==> src/rtl/tfc_pkg.sv <==
// shared types and constants for the temperature frame crc16 unit
package tfc_pkg;

  localparam int IN_TDATA_W  = 16;
  localparam int OUT_TDATA_W = 96;
  localparam int CFG_ADDR_W  = 3;
  localparam int CFG_DATA_W  = 32;

  localparam int TEMP_W      = 13;
  localparam int CRC_W       = 16;
  localparam int CODE_W      = 16;
  localparam int PREFIX_W    = 32;
  localparam int STEPS_CFG_W = 5;
  localparam int PBYTES_W    = 3;

  // shift steps one cell can apply
  localparam int CELL_STEPS = 8;
  localparam int STEP_W     = $clog2(CELL_STEPS + 1);

  localparam logic [CFG_ADDR_W-1:0] CFG_CRC_SEED   = 3'd0;
  localparam logic [CFG_ADDR_W-1:0] CFG_CRC_POLY   = 3'd1;
  localparam logic [CFG_ADDR_W-1:0] CFG_CRC_MASK   = 3'd2;
  localparam logic [CFG_ADDR_W-1:0] CFG_STEPS      = 3'd3;
  localparam logic [CFG_ADDR_W-1:0] CFG_PREFIX     = 3'd4;
  localparam logic [CFG_ADDR_W-1:0] CFG_PREFIX_CNT = 3'd5;

  localparam logic [CRC_W-1:0]       RST_CRC_SEED   = 16'hFFFF;
  localparam logic [CRC_W-1:0]       RST_CRC_POLY   = 16'hA001;
  localparam logic [CRC_W-1:0]       RST_CRC_MASK   = 16'h0001;
  localparam logic [STEPS_CFG_W-1:0] RST_STEPS      = 5'd8;
  localparam logic [PREFIX_W-1:0]    RST_PREFIX     = 32'h0;
  localparam logic [PBYTES_W-1:0]    RST_PREFIX_CNT = 3'd4;

  typedef enum logic [1:0] {
    SRC_CFG,
    SRC_CODE_HI,
    SRC_CODE_LO
  } tfc_src_t;

  typedef struct packed {
    logic [CRC_W-1:0]  crc;
    logic [CODE_W-1:0] code;
  } tfc_tok_t;

  typedef struct packed {
    tfc_src_t          src;
    logic              xor_en;
    logic [7:0]        cfg_byte;
    logic [STEP_W-1:0] nsteps;
  } tfc_ctl_t;

  typedef struct packed {
    logic [CRC_W-1:0] poly;
    logic [CRC_W-1:0] mask;
  } tfc_crc_cfg_t;

endpackage

==> src/rtl/tfc_cell.sv <==
// crc cell: optional byte xor followed by up to eight shift steps, one register stage
module tfc_cell (
  input  logic                  clk,
  input  logic                  rst_n,
  input  logic                  up_valid,
  output logic                  up_ready,
  input  tfc_pkg::tfc_tok_t     up_tok,
  input  tfc_pkg::tfc_ctl_t     ctl,
  input  tfc_pkg::tfc_crc_cfg_t crc_cfg,
  output logic                  dn_valid,
  input  logic                  dn_ready,
  output tfc_pkg::tfc_tok_t     dn_tok
);
  import tfc_pkg::*;

  logic             valid_r;
  tfc_tok_t         tok_r;
  tfc_tok_t         tok_nxt;
  logic [7:0]       sel_byte;
  logic [CRC_W-1:0] crc_v;
  logic             hit;

  assign up_ready = !valid_r || dn_ready;

  always_comb begin
    case (ctl.src)
      SRC_CFG:     sel_byte = ctl.cfg_byte;
      SRC_CODE_HI: sel_byte = up_tok.code[15:8];
      SRC_CODE_LO: sel_byte = up_tok.code[7:0];
      default:     sel_byte = 8'h00;
    endcase
  end

  always_comb begin
    crc_v = up_tok.crc ^ (ctl.xor_en ? {8'h00, sel_byte} : {CRC_W{1'b0}});
    hit   = 1'b0;
    for (int k = 0; k < CELL_STEPS; k++) begin
      if (STEP_W'(k) < ctl.nsteps) begin
        hit   = |(crc_v & crc_cfg.mask);
        crc_v = {1'b0, crc_v[CRC_W-1:1]} ^ (hit ? crc_cfg.poly : {CRC_W{1'b0}});
      end
    end
    tok_nxt.crc  = crc_v;
    tok_nxt.code = up_tok.code;
  end

  always_ff @(posedge clk) begin
    if (!rst_n) begin
      valid_r <= 1'b0;
    end else if (up_ready) begin
      valid_r <= up_valid;
    end
  end

  always_ff @(posedge clk) begin
    if (up_ready && up_valid) begin
      tok_r <= tok_nxt;
    end
  end

  assign dn_valid = valid_r;
  assign dn_tok   = tok_r;

endmodule

==> config.mk <==
export PLATFORM = sky130hd
export DESIGN_NAME = tfc_cell
export DESIGN_NICKNAME = d
export VERILOG_FILES = /design/src/rtl/tfc_pkg.sv /design/src/rtl/tfc_cell.sv
export SDC_FILE = /design/constraint.sdc
export NUM_CORES = 1
export LEC_CHECK = 0
export ABC_AREA = 1
export BUFFER_PORTS_ARGS = -buffer_cell sky130_fd_sc_hd__buf_2
export CELL_PAD_IN_SITES_DETAIL_PLACEMENT = 1
export CELL_PAD_IN_SITES_GLOBAL_PLACEMENT = 2
export CORE_MARGIN = 2
export CORE_UTILIZATION = 28
export CTS_CLUSTER_SIZE = 10
export DETAILED_ROUTE_END_ITERATION = 6
export HOLD_SLACK_MARGIN = 0.15
export PLACE_DENSITY = 0.93
export SLEW_MARGIN = 20
export SYNTH_ARGS = -nofsm -noshare
export SYNTH_HDL_FRONTEND = slang
export SYNTH_SLANG_ARGS = --single-unit
==> constraint.sdc <==
create_clock -name clk -period 12.2 [get_ports clk]
set_input_delay 2.44 -clock clk [delete_from_list [all_inputs] [get_ports clk]]
set_output_delay 2.44 -clock clk [all_outputs]
set_load 0.02 [all_outputs]
Word level (Yosys, flattened, before mapping)
Cells that the tools add are included.
{ "totals": {"regBits": 33, "latch_bits": 0, "mem_bits_rw": 0, "romBits": 0, "word_cells": 60, "memories": 0} }
{ "classes": {"n_addsub": 0, "n_mul": 0, "n_div": 0, "order_cmp": 8, "n_eq_ne": 2, "shift": 0, "n_mux": 18, "n_bitwise": 17, "n_reduce_logical": 12} }
{ "ops": {"columns": ["cell", "n"], "rows": [
  ["2-to-1 mux 16 bit", 16],
  ["AND 16 bit", 8],
  ["OR reduction 16 bit", 8],
  ["bitwise XOR 15 x 16 -> 16 bit", 8],
  ["case mux 8 bit (3 select lines)", 1],
  ["less-than comparator 3 x 4 -> 1 bit (first input constant)", 4],
  ["bitwise XOR 16 x 8 -> 16 bit", 1],
  ["less-than comparator 1 x 4 -> 1 bit (first input constant)", 2],
  ["less-than comparator 2 x 4 -> 1 bit (first input constant)", 2],
  ["2-to-1 mux 8 bit", 1],
  ["equality test 2 x 1 -> 1 bit (second input constant)", 1],
  ["equality test 2 bit (second input constant)", 1],
  ["logical NOT 2 bit", 1],
  ["logical AND 1 bit", 1],
  ["logical NOT 1 bit", 1],
  ["logical OR 1 bit", 1]
]} }

Depth between registers and ports, before layout
{ "logic_depth": {"word_depth": 44, "depth_mapped": 88, "ltp_nobuf": 82} }

Worst setup path after synthesis
Ideal clock, no wire load.
{ "synth_timing": {"path_kind": "input to register", "from": "input ctl[3] in the netlist's numbering", "to": "register tok_r (netlist bit dn_tok[27]) (data pin)", "arrival_time_ns": 9.029, "required_time_ns": 11.947, "slack_ns": 2.918, "path_stages": 80, "cell_sequence": "buf_2 inv_2 nand2_1 nor2_2 inv_2 nor2_2 clkbuf_1 nand2_1 nand3_1 nand2_1 nor2_1 nand2_2 inv_2 nand2_4 buf_6 nand2_1 nand2_1 nand3_1 [44 not listed] nand2_1 nor2_1 nand2_2 buf_6 buf_6 nand2_1 nand2_1 nand3_2 nand2_2 nand2_1 nand2_1 nor2_1 nand2_1 buf_4 o21ai_1 nand2_1 nand3_1 nand2_1"} }
{ "synth_via": {"elab_chain_cells": 37, "elab_cells_between_ends": 44} }
{ "synth_lines": {"columns": ["item", "line", "source"], "rows": [
  ["from (decl)", "tfc_cell.sv:8", "input tfc_pkg::tfc_ctl_t ctl,"],
  ["less-than comparator 1 x 4 -> 1 bit", "tfc_cell.sv:38", "if (STEP_W'(k) < ctl.nsteps) begin"],
  ["2-to-1 mux 16 bit", "tfc_cell.sv:38", null],
  ["AND 16 bit", "tfc_cell.sv:39", "hit = |(crc_v & crc_cfg.mask);"],
  ["OR reduction 16 bit", "tfc_cell.sv:39", null],
  ["2-to-1 mux 16 bit", "tfc_cell.sv:40", "crc_v = {1'b0, crc_v[CRC_W-1:1]} ^ (hit ? crc_cfg.poly : {CRC_W{1'b0}});"],
  ["bitwise XOR 15 x 16 -> 16 bit", "tfc_cell.sv:40", null],
  ["2-to-1 mux 16 bit", "tfc_cell.sv:38", null],
  ["AND 16 bit", "tfc_cell.sv:39", null],
  ["[22 not listed]", null, null],
  ["bitwise XOR 15 x 16 -> 16 bit", "tfc_cell.sv:40", null],
  ["2-to-1 mux 16 bit", "tfc_cell.sv:38", null],
  ["AND 16 bit", "tfc_cell.sv:39", null],
  ["OR reduction 16 bit", "tfc_cell.sv:39", null],
  ["2-to-1 mux 16 bit", "tfc_cell.sv:40", null],
  ["bitwise XOR 15 x 16 -> 16 bit", "tfc_cell.sv:40", null],
  ["2-to-1 mux 16 bit (*)", "tfc_cell.sv:38", null],
  ["named net crc_v[11]", "tfc_cell.sv:20", "logic [CRC_W-1:0] crc_v;"],
  ["to (signal assigned)", "tfc_cell.sv:57", "tok_r <= tok_nxt;"],
  ["to (decl)", "tfc_cell.sv:17", "tfc_tok_t tok_r;"]
]} }
The timed path passes the listed nets; every way through them passes the cells marked *.
A chain may end at the register's enable or synchronous reset.

Final worst setup path
{ "layout_timing": {"from": "input crc_cfg[15] in the netlist's numbering", "to": "register tok_r (netlist bit dn_tok[17]) (data pin)"} }
{ "layout_via": {"elab_chain_cells": 40} }
{ "layout_lines": {"columns": ["item", "line", "source"], "rows": [
  ["from (decl)", "tfc_cell.sv:9", "input tfc_pkg::tfc_crc_cfg_t crc_cfg,"],
  ["AND 16 bit", "tfc_cell.sv:39", null],
  ["OR reduction 16 bit", "tfc_cell.sv:39", null],
  ["2-to-1 mux 16 bit", "tfc_cell.sv:40", null],
  ["bitwise XOR 15 x 16 -> 16 bit", "tfc_cell.sv:40", null],
  ["2-to-1 mux 16 bit", "tfc_cell.sv:38", null],
  ["AND 16 bit", "tfc_cell.sv:39", null],
  ["OR reduction 16 bit", "tfc_cell.sv:39", null],
  ["2-to-1 mux 16 bit", "tfc_cell.sv:40", null],
  ["[25 not listed]", null, null],
  ["bitwise XOR 15 x 16 -> 16 bit", "tfc_cell.sv:40", null],
  ["2-to-1 mux 16 bit", "tfc_cell.sv:38", null],
  ["AND 16 bit", "tfc_cell.sv:39", null],
  ["OR reduction 16 bit", "tfc_cell.sv:39", null],
  ["2-to-1 mux 16 bit", "tfc_cell.sv:40", null],
  ["bitwise XOR 15 x 16 -> 16 bit", "tfc_cell.sv:40", null],
  ["2-to-1 mux 16 bit (*)", "tfc_cell.sv:38", null],
  ["named net crc_v[1]", "tfc_cell.sv:20", null]
]} }
Marked as above.

==> run_results.csv <==
group,metric,value,unit
outcome,status,"completed",
clock_tree,holdBufCountCts,0,
final_layout,final_cell_mix,"nand2_1 (601), nand3_1 (340), inv_1 (153)",
sta,period_minus_slack,10.92,ns
sta,final-hold-violation-count,0,
global_routing,grt_usage,22.1,%
detailed_routing,ant_nets,0,
sta,rsz0062_at_grt,"false",
clock_tree,numCtsBuffers,5,
detailed_routing,totalWireLength,28700,um
worst_setup_path,worstPathMaxFanout,27,
power,power.density,91.1,mW/mm2
sta,fin_crit_sh,89.5,%
worst_setup_path,cp_slowest_cell,"o21ai_0",
detailed_routing,drtIter0Drc,518,
floorplan,core,0.0235,mm2
synthesis,synth_top_area_share,33.6,%
global_routing,grt_max_degree,33,
synthesis,yosys_warnings,0,
worst_setup_path,slowest_delay,0.29,ns
global_routing,grt_overflow,0,
final_layout,final_common_cell,"nand2_1",
sta,fmax,91.6,MHz
synthesis,synth_top_area_cell,"nand2_1",
power,leakagePower,4.64,nW
clock_tree,clk_pin_slew,0.05,ns
synthesis,synth_seq_cells,33,
sta,tightest_slew,0.953,ns
detailed_routing,firstDrtPassIters,4,
synthesis,syn_nets,1433,
sta,slew_headroom,36.3,%
detailed_routing,vias,8874,
power,power,0.692,mW
synthesis,syn_inst,1350,
placed_design,dp.cells,1721,
synthesis,synthAdderAreaFrac,0,%
clock_tree,clock-sinks,33,
synthesis,yosys-top-cells-area,"nand2_1 (34%), nand3_1 (25%), edfxtp_1 (14%), inv_1 (8.5%), o21ai_0 (2.7%)",
clock_tree,htree_num_levels,2,
synthesis,seq_area_frac_synth,14.6,%
floorplan,die-width,159,um
final_layout,finalNetCount,1494,
clock_tree,cts_tree,"built",
worst_setup_path,crit_top_cell,"nand2_1",
job,drv_cap,0,
floorplan,die_h,159,um
floorplan,fp.dieArea,0.0253,mm2
synthesis,netlist_area,0.00674,mm2
detailed_routing,wl_per_cell,16.6,um
worst_setup_path,critPathArrivalTime,10.96,ns
worst_setup_path,startpoint_type,"input port",
sta,setup_tns,0,ns
clock_tree,clockBufferDepth,2,
worst_hold_path,hp-class,"reg -> reg",
final_layout,antenna_cells,0,
final_layout,area_growth,12.6,%
global_routing,grt_pass1_wl,46100,um
floorplan,start_util,28.6,%
sta,fin_skew,0.00486,ns
synthesis,synth_top_family_by_area,"simple AND/OR/NAND/NOR gates",
synthesis,synth-xor-area-share,0,%
placed_design,routabilityCongestion,0.953,
final_layout,drive_gt1_share,12.9,%
placed_design,place_area,0.00734,mm2
global_routing,antenna_found_initial,0,
synthesis,syn-mean-instance-area,4.99,um2
placed_design,portBuffers,116,
placed_design,dpl.hpwl,23200,um
final_layout,fill_cells,3457,
worst_setup_path,worst_ep_required_time,12.23,ns
final_layout,final_util,32.2,%
floorplan,io_pins,117,
synthesis,synth-compound-area-share,5.24,%
synthesis,yosysUniqueCellTypes,30,
detailed_routing,drc,0,
worst_setup_path,cp-end-kind,"register",
final_layout,final_cell_count_no_fill,1731,
worst_setup_path,critical_path_class,"in -> reg",
synthesis,synthMuxAreaShare,0,%
final_layout,final_area,0.00759,mm2
sta,setup_violations,0,
sta,slew_viol_final,0,
detailed_routing,viasPerCell,5.13,
clock_tree,cts_root_buf,"clkbuf_16",
power,ir_drop,0.0000994,V
global_routing,grt_pass1_vias,8781,
synthesis,synth_simple_gate_area_share,63.9,%
clock_tree,insertion_delay,0.28,ns
floorplan,row_count,56,
==> per-stage QoR <==
| step | setup slack, ns | hold slack (ns) |
|---|---|---|
| floorplan | 2.92 | 0.729 |
| global placement | 0.483 | 0.532 |
| detailed placement | 0.137 | 0.548 |
| CTS | 0.373 | 0.555 |
| global route | 0.0310 | 0.591 |
| finish | 1.28 | 0.549 |
==> logic make-up (layout without fill, tap and decap cells) <==
logic type | after synthesis | after routing
DFF | 33 | 33
and+or+nand+nor | 1006 | 1008
AOI/OAI and AO/OA | 65 | 65
buffers and inverters | 246 | 306
==> sequential cells by signal, indices dropped and copies added, names as in the netlist <==
signal and count:
dn_tok 32, dn_valid 1
==> cell usage after synthesis, drive strengths merged <==
master	count
a21boi	2
a21oi	3
and2	1
buf	47
clkbuf	23
clkinv	7
dfxtp	1
edfxtp	32
inv	169
nand2	615
nand3	343
nand3b	2
nand4	1
nor2	44
o2111ai	1
o21ai	55
o21bai	3
o22ai	1
==> power by group <==
part           total [mW]  internal, mW  switching, mW
Clock               0.146         0.102         0.0445
Sequential          0.140         0.138        0.00233
Combinational       0.405         0.122          0.283
Total               0.692         0.362          0.329
==> worst paths after layout <==
kind	from	end	slack [ns]	depth (start not counted)
worst max-delay path	crc_cfg[15]	dn_tok[17]	1.28	71
worst min register to register	dn_valid	dn_valid	0.55	2
worst max register to register	dn_valid	dn_tok[27]	10.71	1
worst min-delay path	dn_valid	dn_valid	0.55	2
==> layer usage <==
layer	global-route usage [%]	routed length, um
met5	0	0
met4	6.16	716
met3	2.06	1290
met2	37.8	13400
met1	29.7	13300
==> critical path: cells and delay by family <==
| kind | cells | cell delay [ns] |
|---|---|---|
| simple gates | 60 | 6.93 |
| compound gates | 4 | 0.79 |
| buf+inv | 7 | 0.74 |
==> final cells by class <==
cell class / count / area, um2 / share of cell area (%)
multi-input combinational: 1073 / 4740 / 62.5
sequential: 33 / 981 / 12.9
inverter: 176 / 661 / 8.71
timing repair buffer: 122 / 626 / 8.25
tap: 319 / 399 / 5.26
clock buffer: 6 / 139 / 1.83
clock inverter: 2 / 37.5 / 0.495
==> what timing repair did <==
item | 4_1_cts | 5_1_grt
gates resized for setup | 0 | 17
setup endpoints to repair | 0 | 16
buffers inserted | 0 | 0
Note: power is estimated with default switching activity, not from simulation.
