## config.mk

```make
export PLATFORM = sky130hd
export DESIGN_NAME = tfc_scale
export DESIGN_NICKNAME = d
export VERILOG_FILES = /design/src/rtl/tfc_pkg.sv /design/src/rtl/tfc_scale.sv
export SDC_FILE = /design/constraint.sdc
export NUM_CORES = 1
export LEC_CHECK = 0
export BUFFER_PORTS_ARGS = -buffer_cell sky130_fd_sc_hd__buf_2
export CORE_MARGIN = 2
export CORE_UTILIZATION = 44
export CTS_BUF_LIST = sky130_fd_sc_hd__clkbuf_2
export CTS_CLUSTER_DIAMETER = 100
export DETAILED_ROUTE_END_ITERATION = 8
export HOLD_SLACK_MARGIN = 0.12
export PLACE_DENSITY_LB_ADDON = 0.12
export REMOVE_ABC_BUFFERS = 1
export SETUP_SLACK_MARGIN = 0.2
export SYNTH_ARGS = -nofsm -noshare
export SYNTH_HDL_FRONTEND = slang
export SYNTH_SLANG_ARGS = --single-unit
```

## constraint.sdc

```tcl
create_clock -name clk -period 2.1 [get_ports clk]
set_clock_uncertainty 0.1 [all_clocks]
set_input_delay 0.315 -clock clk [delete_from_list [all_inputs] [get_ports clk]]
set_output_delay 0.315 -clock clk [all_outputs]
set_load 0.01 [all_outputs]
```

## src/rtl/tfc_pkg.sv

```systemverilog
// shared types and constants for the temperature frame crc16 unit
package tfc_pkg;

  localparam int IN_TDATA_W  = 16;
  localparam int OUT_TDATA_W = 96;
  localparam int CFG_ADDR_W  = 3;
  localparam int CFG_DATA_W  = 32;

  localparam int TEMP_W      = 13;
  localparam int CRC_W       = 16;
  localparam int CODE_W      = 16;
  localparam int PREFIX_W    = 32;
  localparam int STEPS_CFG_W = 5;
  localparam int PBYTES_W    = 3;

  // shift steps one cell can apply
  localparam int CELL_STEPS = 8;
  localparam int STEP_W     = $clog2(CELL_STEPS + 1);

  localparam logic [CFG_ADDR_W-1:0] CFG_CRC_SEED   = 3'd0;
  localparam logic [CFG_ADDR_W-1:0] CFG_CRC_POLY   = 3'd1;
  localparam logic [CFG_ADDR_W-1:0] CFG_CRC_MASK   = 3'd2;
  localparam logic [CFG_ADDR_W-1:0] CFG_STEPS      = 3'd3;
  localparam logic [CFG_ADDR_W-1:0] CFG_PREFIX     = 3'd4;
  localparam logic [CFG_ADDR_W-1:0] CFG_PREFIX_CNT = 3'd5;

  localparam logic [CRC_W-1:0]       RST_CRC_SEED   = 16'hFFFF;
  localparam logic [CRC_W-1:0]       RST_CRC_POLY   = 16'hA001;
  localparam logic [CRC_W-1:0]       RST_CRC_MASK   = 16'h0001;
  localparam logic [STEPS_CFG_W-1:0] RST_STEPS      = 5'd8;
  localparam logic [PREFIX_W-1:0]    RST_PREFIX     = 32'h0;
  localparam logic [PBYTES_W-1:0]    RST_PREFIX_CNT = 3'd4;

  typedef enum logic [1:0] {
    SRC_CFG,
    SRC_CODE_HI,
    SRC_CODE_LO
  } tfc_src_t;

  typedef struct packed {
    logic [CRC_W-1:0]  crc;
    logic [CODE_W-1:0] code;
  } tfc_tok_t;

  typedef struct packed {
    tfc_src_t          src;
    logic              xor_en;
    logic [7:0]        cfg_byte;
    logic [STEP_W-1:0] nsteps;
  } tfc_ctl_t;

  typedef struct packed {
    logic [CRC_W-1:0] poly;
    logic [CRC_W-1:0] mask;
  } tfc_crc_cfg_t;

endpackage

```

## src/rtl/tfc_scale.sv

```systemverilog
// entry stage: scales the temperature by ten and loads the crc start value
module tfc_scale (
  input  logic                       clk,
  input  logic                       rst_n,
  input  logic                       up_valid,
  output logic                       up_ready,
  input  logic [tfc_pkg::TEMP_W-1:0] temperature,
  input  logic [tfc_pkg::CRC_W-1:0]  crc_seed,
  output logic                       dn_valid,
  input  logic                       dn_ready,
  output tfc_pkg::tfc_tok_t          dn_tok
);
  import tfc_pkg::*;

  logic              valid_r;
  tfc_tok_t          tok_r;
  logic [CODE_W-1:0] ext;
  tfc_tok_t          tok_nxt;

  assign up_ready = !valid_r || dn_ready;

  always_comb begin
    ext          = {{(CODE_W - TEMP_W){temperature[TEMP_W-1]}}, temperature};
    tok_nxt.code = (ext << 3) + (ext << 1);
    tok_nxt.crc  = crc_seed;
  end

  always_ff @(posedge clk) begin
    if (!rst_n) begin
      valid_r <= 1'b0;
    end else if (up_ready) begin
      valid_r <= up_valid;
    end
  end

  always_ff @(posedge clk) begin
    if (up_ready && up_valid) begin
      tok_r <= tok_nxt;
    end
  end

  assign dn_valid = valid_r;
  assign dn_tok   = tok_r;

endmodule

```

## After elaboration in Yosys (flattened, before gate mapping)

Index checks and enable logic that the tools add are counted.

| storage, ports and cells | value |
|---|---|
| register bits | 33 |
| input bits | 33 |
| output and inout bits | 34 |
| word-level logic and storage cells | 7 |

| operators by class | value |
|---|---|
| reduce and logical (&&, ||, !) cells | 3 |
| add/sub/neg operators | 1 |

Operators with widths:

| operator | number |
|---|---|
| $add A16 B16 Y16 | 1 |
| $logic_and A1 B1 Y1 | 1 |
| $logic_not A1 Y1 | 1 |
| $logic_or A1 B1 Y1 | 1 |

## Logic depth before layout (Yosys ltp)

Gate-level depths: netlist of run 1.

| logic depth | value |
|---|---|
| depth after elaboration | 3 |
| gate-level depth with buffers | 6 |
| gate-level depth less buffers | 6 |

## Worst setup path before layout of run 1

OpenSTA, ideal clock, no wires.

| timing path | value |
|---|---|
| path type | input port to flip-flop |
| from | in temperature[0] in the netlist's numbering |
| to | reg tok_r (netlist bit dn_tok[15]), data pin |
| setup time | 0.255 ns |
| slack | 0.007 ns |
| data arrival time | 1.738 ns |
| buffers on the path | 0 |
| stages | 6 |
| required time | 1.745 ns |
| cells stage by stage | ha_1 -> fa_1 -> a211oi_1 -> o21ai_0 -> a31o_1 -> a31o_1 |

RTL lines:

| what | RTL line | RTL |
|---|---|---|
| start: declaration | tfc_scale.sv:7 | `input logic [tfc_pkg::TEMP_W-1:0] temperature,` |
| end signal: assignment | tfc_scale.sv:38 | `tok_r <= tok_nxt;` |
| end: declaration | tfc_scale.sv:16 | `tfc_tok_t tok_r;` |

==> results of run 1 <==
==> cell usage after synthesis (all sizes together), types with 3 or more instances <==
cell	count
nand2	4
xnor2	5
ha	12
o211ai	3
or4	3
a21oi	8
nand3	4
a21o	6
nor2	4
edfxtp	31
nand2b	3
a2111oi	3
nor2b	3
==> power groups by stage <==
stage | clock, W | sequential (W) | combinational [W]
final | 0.000257 | 0.000782 | 0.000412
after floorplan | 0 | 0.000829 | 0.000169
after global placement | 0 | 0.000795 | 0.000374
after global routing | 0.000298 | 0.000787 | 0.000454
after CTS | 0.000273 | 0.000782 | 0.000411
after detailed placement | 0 | 0.000797 | 0.000380
==> registers in the layout, indices dropped and copies added, names as in the netlist <==
name and flops:
dn_valid 1, dn_tok 31
==> worst min-delay path by stage <==
stage,from,end,cells after the start,slack (ns)
floorplan,crc_seed[0],dn_tok[16]$_DFFE_PP_,0,0.31
global placement,crc_seed[4],dn_tok[20]$_DFFE_PP_,1,0.39
detailed placement,crc_seed[4],dn_tok[20]$_DFFE_PP_,1,0.39
CTS,temperature[1],dn_tok[2]$_DFFE_PP_,2,0.16
global route,temperature[1],dn_tok[2]$_DFFE_PP_,2,0.14
finish,temperature[1],dn_tok[2]$_DFFE_PP_,2,0.17
==> layer usage <==
layer,wire length (um),up-vias,global-route usage
met2,1690,61,0.294
met4,27,0,0.0665
met1,1550,611,0.213
li1,-,700,-
met5,0,-,0
met3,265,4,0.0486
==> final cells by class <==
| class | instances | area, sq um |
|---|---|---|
| Fill cell | 289 | 1200 |
| Clock inverter | 3 | 13.8 |
| Tap cell | 48 | 60.1 |
| Multi-Input combinational cell | 84 | 649 |
| Clock buffer | 5 | 25.0 |
| Timing Repair Buffer | 109 | 703 |
| Inverter | 2 | 7.51 |
| Sequential cell | 32 | 951 |
==> cells by family (layout without fill, tap and decap cells) <==
logic type                 count (synthesis)  after routing  synth area share
buffers and inverters                      4            119            0.0124
DFF                                       32             32             0.589
and+or+nand+nor                           32             32             0.118
other                                      1              1           0.00232
AOI/OAI and AO/OA                         31             31             0.135
xor gates and xnor gates                   7              7            0.0380
adders and majority gates                 13             13             0.105
==> stage by stage <==
stage | utilization | power, W | cell area, sq um | hold slack [ns] | cells
6_report | 0.668 | 0.00145 | 2410 | 0.174 | 283
5_1_grt | 0.668 | 0.00154 | 2410 | 0.136 | 283
4_1_cts | 0.668 | 0.00147 | 2410 | 0.159 | 283
3_5_place_dp | 0.603 | 0.00118 | 2170 | 0.393 | 256
3_3_place_gp | 0.603 | 0.00117 | 2170 | 0.392 | 256
2_1_floorplan | - | 0.000998 | 1600 | 0.314 | 118
==> critical path: stages <==
cell      delay (ns)
buf_2           0.10
ha_1            0.21
fa_1            0.41
a211oi_2        0.28
o21ai_1         0.15
a31o_1          0.23
a31o_1          0.20
==> what timing repair did <==
| item | CTS | global route |
|---|---|---|
| pin swaps | 0 | 0 |
| gates resized for setup | 2 | 1 |
| hold buffers | 19 | 0 |
| hold endpoints to repair | 18 | 0 |
| setup endpoints to repair | 1 | 1 |
==> summary.md, run 1 <==
| Metric | Value |
|---|---|
| Status | finished, final reports clean |
| Min setup slack post-route | roughly 0.22 ns |
| Hpwl dp | 2630 um |
| Largest net degree at the start of global routing | 32 |
| Antenna Nets Post-Route | 0 |
| CTS root buf | clkbuf_2 |
| CTS tree | done |
| Mapped Area | 1610 sq um |
| Slew Viols, Final | 0 |
| Max-slew headroom | 0.662 |
| Crit path to | dn_tok[15]$_DFFE_PP_ |
| Initial Util | 0.448 |
| Clk_lat worst skew | between 0.3 and 0.4 ns |
| CORE AREA | roughly 3600 sq um |
| Worst flop-to-flop path startpoint | dn_valid$_SDFFE_PN0N_ |
| Final setup TNS | 0 ns |
| Worst EP required | about 2.1 ns |
| CP endpoint kind | flip-flop |
| Ratio of cells with drive above 1 in the final layout | 0.434 |
| DR WL/cell | 12.5 um |
| Die Area | roughly 4200 sq um |
| Switching Fraction | 0.271 |
| First-pass GRT wire length | between 5000 and 6000 um |
| PortBufs | 65 |
| CP Launch Type | primary input |
| Critical path type | in2reg |
| Highest Clock Rate | 531 MHz |
| Sequential share of the synthesized area | 0.589 |
| Sinks on Clock Net | 32 |
| Crit path DAT | between 1.5 and 2 ns |
| Max clock buf depth | 2 |
| P_sw | 0.000393 W |
| Die X | ~65 um |
| Cell variety after synth | 37 |
| Cells after synthesis | between 100 and 150 |
| Slew @ Worst Pin | 0.503 ns |
| Clk pwr share | 0.177 |
| Crit Path Max Fanout | 2 |
| Nets | 280 |
| Leak | around 1.1 nW |
| Share of power burned in registers | 0.539 |
| Final setup vio count | 0 |
| Post-Place Worst Slack | -0.275 ns |
| Fin crit share | 0.897 |
| Initial antenna violation count | 0 |
| Unrepaired setup endpoints after global routing | no |
| Post-CTS Setup Inserts | 0 |
| Max cap viols | 0 |
| GP Congestion | just over 0.8 |
| Synth top area cells | edfxtp_1, ha_1, a21o_1 |
| Ys async rst share | 0 |
| Maximum VDD drop | ~0.21 mV |
| 1st-iter DRT viols | 52 |
| Period minus WS final | 1.88 ns |
| Area leader, netlist | edfxtp_1 |
| Ports | 67 |
| Die height | between 60 and 70 um |
| Avg Vias per Cell | just under 5 |
| Worst hold-check path type | in2reg |
| Commonest non-fill, non-tap cells in the layout | buf_2, edfxtp_1, buf_4 |
| Total GRT Usage | 0.174 |
| DRC errors left | 0 |
| Reg2Reg Capture Point | dn_tok[14]$_DFFE_PP_ |
| Total CTS buffers | 5 |
| H-tree levels | 2 |
| Ant diodes | 0 |
| Yosys warning count | 0 |
| Vias | roughly 1400 |
| Final Hold Vio Count | 0 |
| Commonest non-fill, non-tap cell in the layout | buf_2 |
| Total wire length | around 3500 um |
| Prevailing post-synth register cell | edfxtp_1 |
| Worst-case reg-to-reg path depth | 3 |
| Power per standard cell area | between 600 and 700 nW/um^2 |
| P_int | about 0.0011 W |
| CTS clock-pin slew for the worst setup and hold paths | around 0.14 ns |
| Number of flops mapped to enable cells by yosys | 31 |
| Number of global-route vias before repair | roughly 1300 |
| Launch point of the worst path | temperature[0] |
| Overflow left after global routing | 0 |
| Row count | 22 |
| Comb pwr share | 0.284 |
| Synthesized area per cell | between 10 and 15 sq um |
| Area share of the largest cell type after synthesis | 0.577 |
| R2R setup slack | slightly below 0.8 ns |
| FF+latch count, synth | 32 |
| Total iterations of the first detailed-routing run | 4 |
| Area growth, synth to finish | 49.3% |
Note: power is estimated with default switching activity, not from simulation.
==> run 2: changes to the inputs <==
--- a/config.mk
+++ b/config.mk
@@ -7,7 +7,7 @@
 export LEC_CHECK = 0
 export BUFFER_PORTS_ARGS = -buffer_cell sky130_fd_sc_hd__buf_2
 export CORE_MARGIN = 2
-export CORE_UTILIZATION = 44
+export CORE_UTILIZATION = 50
 export CTS_BUF_LIST = sky130_fd_sc_hd__clkbuf_2
 export CTS_CLUSTER_DIAMETER = 100
 export DETAILED_ROUTE_END_ITERATION = 8
==> constraint.sdc (replaced) <==
create_clock -name clk -period 2.2 [get_ports clk]
set_clock_uncertainty 0.1 [all_clocks]
set_input_delay 0.33 -clock clk [delete_from_list [all_inputs] [get_ports clk]]
set_output_delay 0.33 -clock clk [all_outputs]
set_load 0.01 [all_outputs]
==> run 2 against run 1 <==
Power down 4.5%. Via count decreased by 0.22%. Setup slack better by 0.078 ns. Design area is 3.3% lower. Clock-buffer cell count rose by 2. Die area fell by 11%. Critical path type unchanged.
==> summary.md, run 2 (synthesized netlist as in run 1, its figures left out) <==
| Metric | Value |
|---|---|
| Status | finished, final reports clean |
| Avg Vias per Cell | 5.10 (+5.0%) |
| Slew Viols, Final | 0 (unchanged) |
| DRC errors left | 0 (unchanged) |
| Sinks on Clock Net | 32 (unchanged) |
| CP endpoint kind | flip-flop |
| Total wire length | 3640 um (+3.4%) |
| Number of global-route vias before repair | 1310 (+1.2%) |
| Launch point of the worst path | temperature[0] |
| Nets | 270 (-3.6%) |
| Slew @ Worst Pin | 0.642 ns (+0.139 ns) |
| Crit path DAT | 1.94 ns (+0.04 ns) |
| Overflow left after global routing | 0 (unchanged) |
| Post-CTS Setup Inserts | 0 (unchanged) |
| Final setup vio count | 0 (unchanged) |
| Final Hold Vio Count | 0 (unchanged) |
| Max clock buf depth | 2 (unchanged) |
| Commonest non-fill, non-tap cell in the layout | buf_2 |
| Highest Clock Rate | roughly 520 MHz |
| Die height | 60.8 um (-5.8%) |
| Max cap viols | 0 (unchanged) |
| Clk_lat worst skew | 0.35 ns (about the same) |
| CTS root buf | clkbuf_2 |
| Commonest non-fill, non-tap cells in the layout | buf_2, edfxtp_1, dlygate4sd3_1 |
| Area of the multi-input gates | 648 sq um (-0.19%) |
| Worst hold-check path type | in2reg |
| CTS clock-pin slew for the worst setup and hold paths | 0.15 ns (about the same) |
| Max-slew headroom | 0.568 (-0.0937) |
| Initial antenna violation count | 0 (unchanged) |
| Ant diodes | 0 (unchanged) |
| Layout Utilization | 0.764 (+0.0952) |
| Sequential Area | 951 sq um (unchanged) |
| Leak | 1.05 nW (-4.4%) |
| Initial Util | 0.529 (+0.0811) |
| Largest net degree at the start of global routing | 32 (unchanged) |
| GP Congestion | 0.846 (+4.6%) |
| Vias | 1373 (-0.22%) |
| Hold_sp | temperature[0] |
| Total CTS buffers | 5 (unchanged) |
| CTS tree | done |
| Hpwl dp | 2660 um (+1.0%) |
| Number of fillers in the final layout | 222 (-23%) |
| Period minus WS final | between 1.5 and 2 ns |
| 1st-iter DRT viols | 35 (-33%) |
| Final setup TNS | 0 ns (unchanged) |
| Ratio of cells with drive above 1 in the final layout | 0.404 (-0.0296) |
| CP Launch Type | primary input |
| Worst flop-to-flop path startpoint | dn_valid$_SDFFE_PN0N_ |
| Total GRT Usage | 0.214 (+0.0397) |
| PortBufs | 65 (unchanged) |
| Unrepaired setup endpoints after global routing | no |
| Ports | 67 (unchanged) |
| Row count | 20 (-9.1%) |
| DR WL/cell | 13.5 um (+8.8%) |
| Worst EP required | 2.24 ns (+0.12 ns) |
| Power per standard cell area | 594 nW/um^2 (-1.2%) |
| Fin crit share | 0.866 |
| Post-Place Worst Slack | -0.150 ns (+0.125 ns) |
| Hold slack | 0.188 ns (+0.0142 ns) |
| CORE AREA | 3050 sq um (-15%) |
| Antenna Nets Post-Route | 0 (unchanged) |
| Min setup slack post-route | 0.295 ns (+0.0775 ns) |
| Die X | 60.8 um (-5.8%) |
| Critical path type | in2reg |
| H-tree levels | 2 (unchanged) |
| Maximum VDD drop | 0.240 mV (+14%) |
| First-pass GRT wire length | 5640 um (+0.50%) |
| Largest register FFs | 31 (unchanged) |
| Die Area | 3700 sq um (-11%) |
| Total iterations of the first detailed-routing run | 4 (unchanged) |
| Area growth, synth to finish | 44.4% |
| Crit Path Max Fanout | 2 (unchanged) |
[run 2: changes by cell type in the layout (fill, tap and decap cells not counted)]
cell / change
a2111oi_0: +1
buf_4: -11
o21ai_0: +1
o21ai_1: -1
a2111oi_1: -1
dlygate4sd3_1: +1
clkinv_2: -2
clkbuf_2: +2
[run 2: worst max-delay path: stages]
cell and delay (ns):
buf_2 0.10, ha_1 0.21, fa_1 0.40, a211oi_2 0.26, o21ai_0 0.18, a31o_1 0.25
a31o_1 0.20
[run 2: power by group]
part           internal [W]  total (W)  switching [W]
Sequential         0.000735   0.000746      0.0000110
Clock             0.0000851   0.000268       0.000183
Combinational      0.000185   0.000371       0.000187
[run 2: timing repair]
item | in CTS | in global routing
endpoints found under the hold margin | 19 | 0
hold buffers | 20 | 0
endpoints found under the setup margin | 0 | 1
resized for setup | 0 | 1
[run 2: worst paths after layout]
check	to	slack [ns]	cells past startpoint
setup / recovery	dn_tok[15]$_DFFE_PP_	0.29	7
hold / removal	dn_tok[3]$_DFFE_PP_	0.19	2
setup reg to reg	dn_tok[1]$_DFFE_PP_	0.83	3
hold reg to reg	dn_tok[2]$_DFFE_PP_	0.99	3
[run 2: area by class of cell]
cell class | instances | share of cell area
sequential | 32 | 0.408
multi-input combinational | 84 | 0.278
clock inverter | 1 | 0.00161
inverter | 2 | 0.00322
tap | 44 | 0.0236
timing repair buffer | 99 | 0.271
clock buffer | 7 | 0.0150
[run 2: metal layers]
layer	part of all wire	up-vias	track usage	wire length, um
li1	-	682	-	-
met1	0.42	622	0.254	1530
met2	0.48	59	0.358	1760
met3	0.072	10	0.0704	264
met4	0.025	0	0.0901	90
met5	0	-	0	0
[run 2: stage by stage]
step	instance area, sq um	total power (W)	std cells
after floorplan	1600	0.000952	118
after global placement	2090	0.00109	241
after detailed placement	2090	0.00110	241
after CTS	2330	0.00138	269
after global routing	2330	0.00147	269
final	2330	0.00139	269
==> run 3: changes to the inputs <==
--- a/config.mk
+++ b/config.mk
@@ -7,7 +7,7 @@
 export LEC_CHECK = 0
 export BUFFER_PORTS_ARGS = -buffer_cell sky130_fd_sc_hd__buf_2
 export CORE_MARGIN = 2
-export CORE_UTILIZATION = 50
+export CORE_UTILIZATION = 49
 export CTS_BUF_LIST = sky130_fd_sc_hd__clkbuf_2
 export CTS_CLUSTER_DIAMETER = 100
 export DETAILED_ROUTE_END_ITERATION = 8
==> constraint.sdc (replaced) <==
create_clock -name clk -period 1.9 [get_ports clk]
set_clock_uncertainty 0.1 [all_clocks]
set_input_delay 0.285 -clock clk [delete_from_list [all_inputs] [get_ports clk]]
set_output_delay 0.285 -clock clk [all_outputs]
set_load 0.01 [all_outputs]
==> run 3 against run 2 <==
Die area increased by 1.9%. Critical path type unchanged. Critical endpoint unchanged. Setup slack lost 0.14 ns. Hold slack worse by 0.0095 ns. Critical path depth decreased by 1. Largest cell class unchanged. Via count rose by 7.6%.
==> summary.md, run 3 (synthesized netlist as in run 1, its figures left out) <==
| Metric | Value |
|---|---|
| Status | finished, final reports clean |
| Hold_sp | temperature[2] |
| Power per standard cell area | 659 nW/um^2 (+11%) |
| CORE AREA | 3100 sq um (+1.6%) |
| GP Congestion | 0.817 (-3.5%) |
| Die Area | 3770 sq um (+1.9%) |
| Max cap viols | 0 (unchanged) |
| Initial Util | 0.520 (-0.00853) |
| Ant diodes | 0 (unchanged) |
| Critical Path Most Common Cell | a31o_1 |
| Row count | 20 (unchanged) |
| Antenna Nets Post-Route | 0 (unchanged) |
| DR WL/cell | 15.5 um (+15%) |
| H-tree levels | 2 (unchanged) |
| Unrepaired setup endpoints after global routing | yes |
| Sinks on Clock Net | 32 (unchanged) |
| Worst-case reg-to-reg path depth | 3 (unchanged) |
| Sequential Area | 951 sq um (unchanged) |
| Hold slack | 0.179 ns (-0.00951 ns) |
| Worst EP required | 1.93 ns (-0.31 ns) |
| CTS tree | done |
| Slowest-stage cell, CP | a2111o_1 |
| Commonest non-fill, non-tap cells in the layout | buf_2, buf_4, edfxtp_1 |
| Design area | 2570 sq um (+10%) |
| DRC errors left | 0 (unchanged) |
| Highest Clock Rate | ~570 MHz |
| Hold EP | dn_tok[3]$_DFFE_PP_ |
| First-pass GRT wire length | 6570 um (+16%) |
| Commonest non-fill, non-tap cell in the layout | buf_2 |
| Ratio of cells with drive above 1 in the final layout | 0.500 (+0.0956) |
| CP Launch Type | primary input |
| Max clock buf depth | 2 (unchanged) |
| CP max stage delay | 0.43 ns (+0.03 ns) |
| Reg2Reg Capture Point | dn_tok[18]$_DFFE_PP_ |
| Total CTS buffers | 5 (unchanged) |
| Final Hold Vio Count | 0 (unchanged) |
| Number of fillers in the final layout | 183 (-18%) |
| WHS Path Cells | 2 (unchanged) |
| Clk_lat worst skew | 0.35 ns (about the same) |
| Largest net degree at the start of global routing | 32 (unchanged) |
| Overflow left after global routing | 0 (unchanged) |
| Total GRT Usage | 0.248 (+0.0343) |
| Crit Path Max Fanout | 4 (+2) |
| Worst hold-check path type | in2reg |
| Period minus WS final | 1.74 ns |
| Area of the multi-input gates | 747 sq um (+15%) |
| CP endpoint kind | flip-flop |
| PortBufs | 65 (unchanged) |
| R2R setup slack | 0.54 ns (-0.29 ns) |
| Maximum VDD drop | 0.282 mV (+17%) |
| Number of global-route vias before repair | 1413 (+7.9%) |
| Total wire length | 4470 um (+23%) |
| Cell Chain, Critical Path | buf_2 -> ha_1 -> a21o_1 -> a2111o_1 -> a31o_1 -> a31o_1 |
| Hpwl dp | 2900 um (+9.0%) |
| CTS clock-pin slew for the worst setup and hold paths | 0.16 ns (about the same) |
| Post-Place Worst Slack | -0.411 ns (-0.261 ns) |
| Ports | 67 (unchanged) |
| Final setup vio count | 0 (unchanged) |
| Vias | 1478 (+7.6%) |
| Worst flop-to-flop path startpoint | dn_valid$_SDFFE_PN0N_ |
| Die height | 61.4 um (+0.95%) |
| Avg Vias per Cell | 5.13 (+0.55%) |
| Min setup slack post-route | 0.158 ns (-0.137 ns) |
| Area growth, synth to finish | 59.5% |
| 1st-iter DRT viols | 60 (+71%) |
| Nets | 290 (+7.4%) |
| Initial antenna violation count | 0 (unchanged) |
| Largest register FFs | 31 (unchanged) |
| Area after DPL | 2230 sq um (+6.8%) |
| Fin crit share | 0.917 |
| Die X | 61.4 um (+0.95%) |
| CTS root buf | clkbuf_2 |
| Total iterations of the first detailed-routing run | 4 (unchanged) |
| Critical path type | in2reg |
| Crit path DAT | 1.77 ns (-0.17 ns) |
| Slew Viols, Final | 0 (unchanged) |
| Leak | 1.16 nW (+11%) |
## run 3: cell types whose count changed in the layout (fill, tap and decap cells not counted), sizes merged
cell,previous run,this run
dlygate4sd3,20,19
buf,79,100
clkinv,1,2
clkbuf,7,5
## run 3: metal layers
| layer | GRT usage | vias to the layer above | routed length, um |
|---|---|---|---|
| li1 | - | 717 | - |
| met1 | 0.310 | 700 | 1880 |
| met2 | 0.433 | 59 | 2290 |
| met3 | 0.0567 | 2 | 270 |
| met4 | 0.0729 | 0 | 27 |
| met5 | 0 | - | 0 |
## run 3: worst max-delay path: cells and delay by family
kind	cells	cell delay (ns)
adder cells (fa/ha/maj)	1	0.32
AO/OA/AOI/OAI	4	1.06
buffers and inverters	1	0.11
## run 3: where the power goes
group          internal, W  leakage (nW)  switching [W]
Combinational     0.000277         0.828       0.000258
Sequential        0.000852         0.308      0.0000157
Clock            0.0000760        0.0239       0.000219
Total              0.00120          1.16       0.000492
## run 3: timing repair
item | in CTS | in global routing
resized for setup | 11 | 11
gates cloned | 0 | 0
endpoints found under the hold margin | 18 | 0
endpoints found under the setup margin | 6 | 5
hold buffers | 19 | 0
pin swaps | 5 | 3
buffers inserted | 1 | 1
## run 3: area by class of cell
cell class                      instances  area share
Clock buffer                            5     0.00972
Clock inverter                          2     0.00292
Inverter                                2     0.00292
Multi-Input combinational cell         84       0.290
Sequential cell                        32       0.369
Tap cell                               44      0.0214
Timing Repair Buffer                  119       0.304
## run 3: worst max path at each step
stage | cells after the start | from | slack (ns) | to
after CTS | 6 | temperature[9] | 0.19 | dn_tok[15]$_DFFE_PP_
after global routing | 7 | temperature[9] | 0.17 | dn_tok[14]$_DFFE_PP_
after detailed placement | 7 | temperature[0] | -0.41 | dn_tok[15]$_DFFE_PP_
after global placement | 7 | temperature[0] | -0.36 | dn_tok[15]$_DFFE_PP_
after floorplan | 6 | temperature[0] | -0.16 | dn_tok[15]$_DFFE_PP_
final | 6 | temperature[9] | 0.16 | dn_tok[15]$_DFFE_PP_
## run 3: metrics by stage
step | setup TNS [ns] | util | instances | power [W]
2_1_floorplan | -0.172 | - | 118 | 0.00110
3_3_place_gp | -1.42 | 0.719 | 260 | 0.00130
3_5_place_dp | -1.78 | 0.719 | 260 | 0.00132
4_1_cts | 0 | 0.807 | 287 | 0.00164
5_1_grt | 0 | 0.830 | 288 | 0.00179
6_report | 0 | 0.830 | 288 | 0.00170
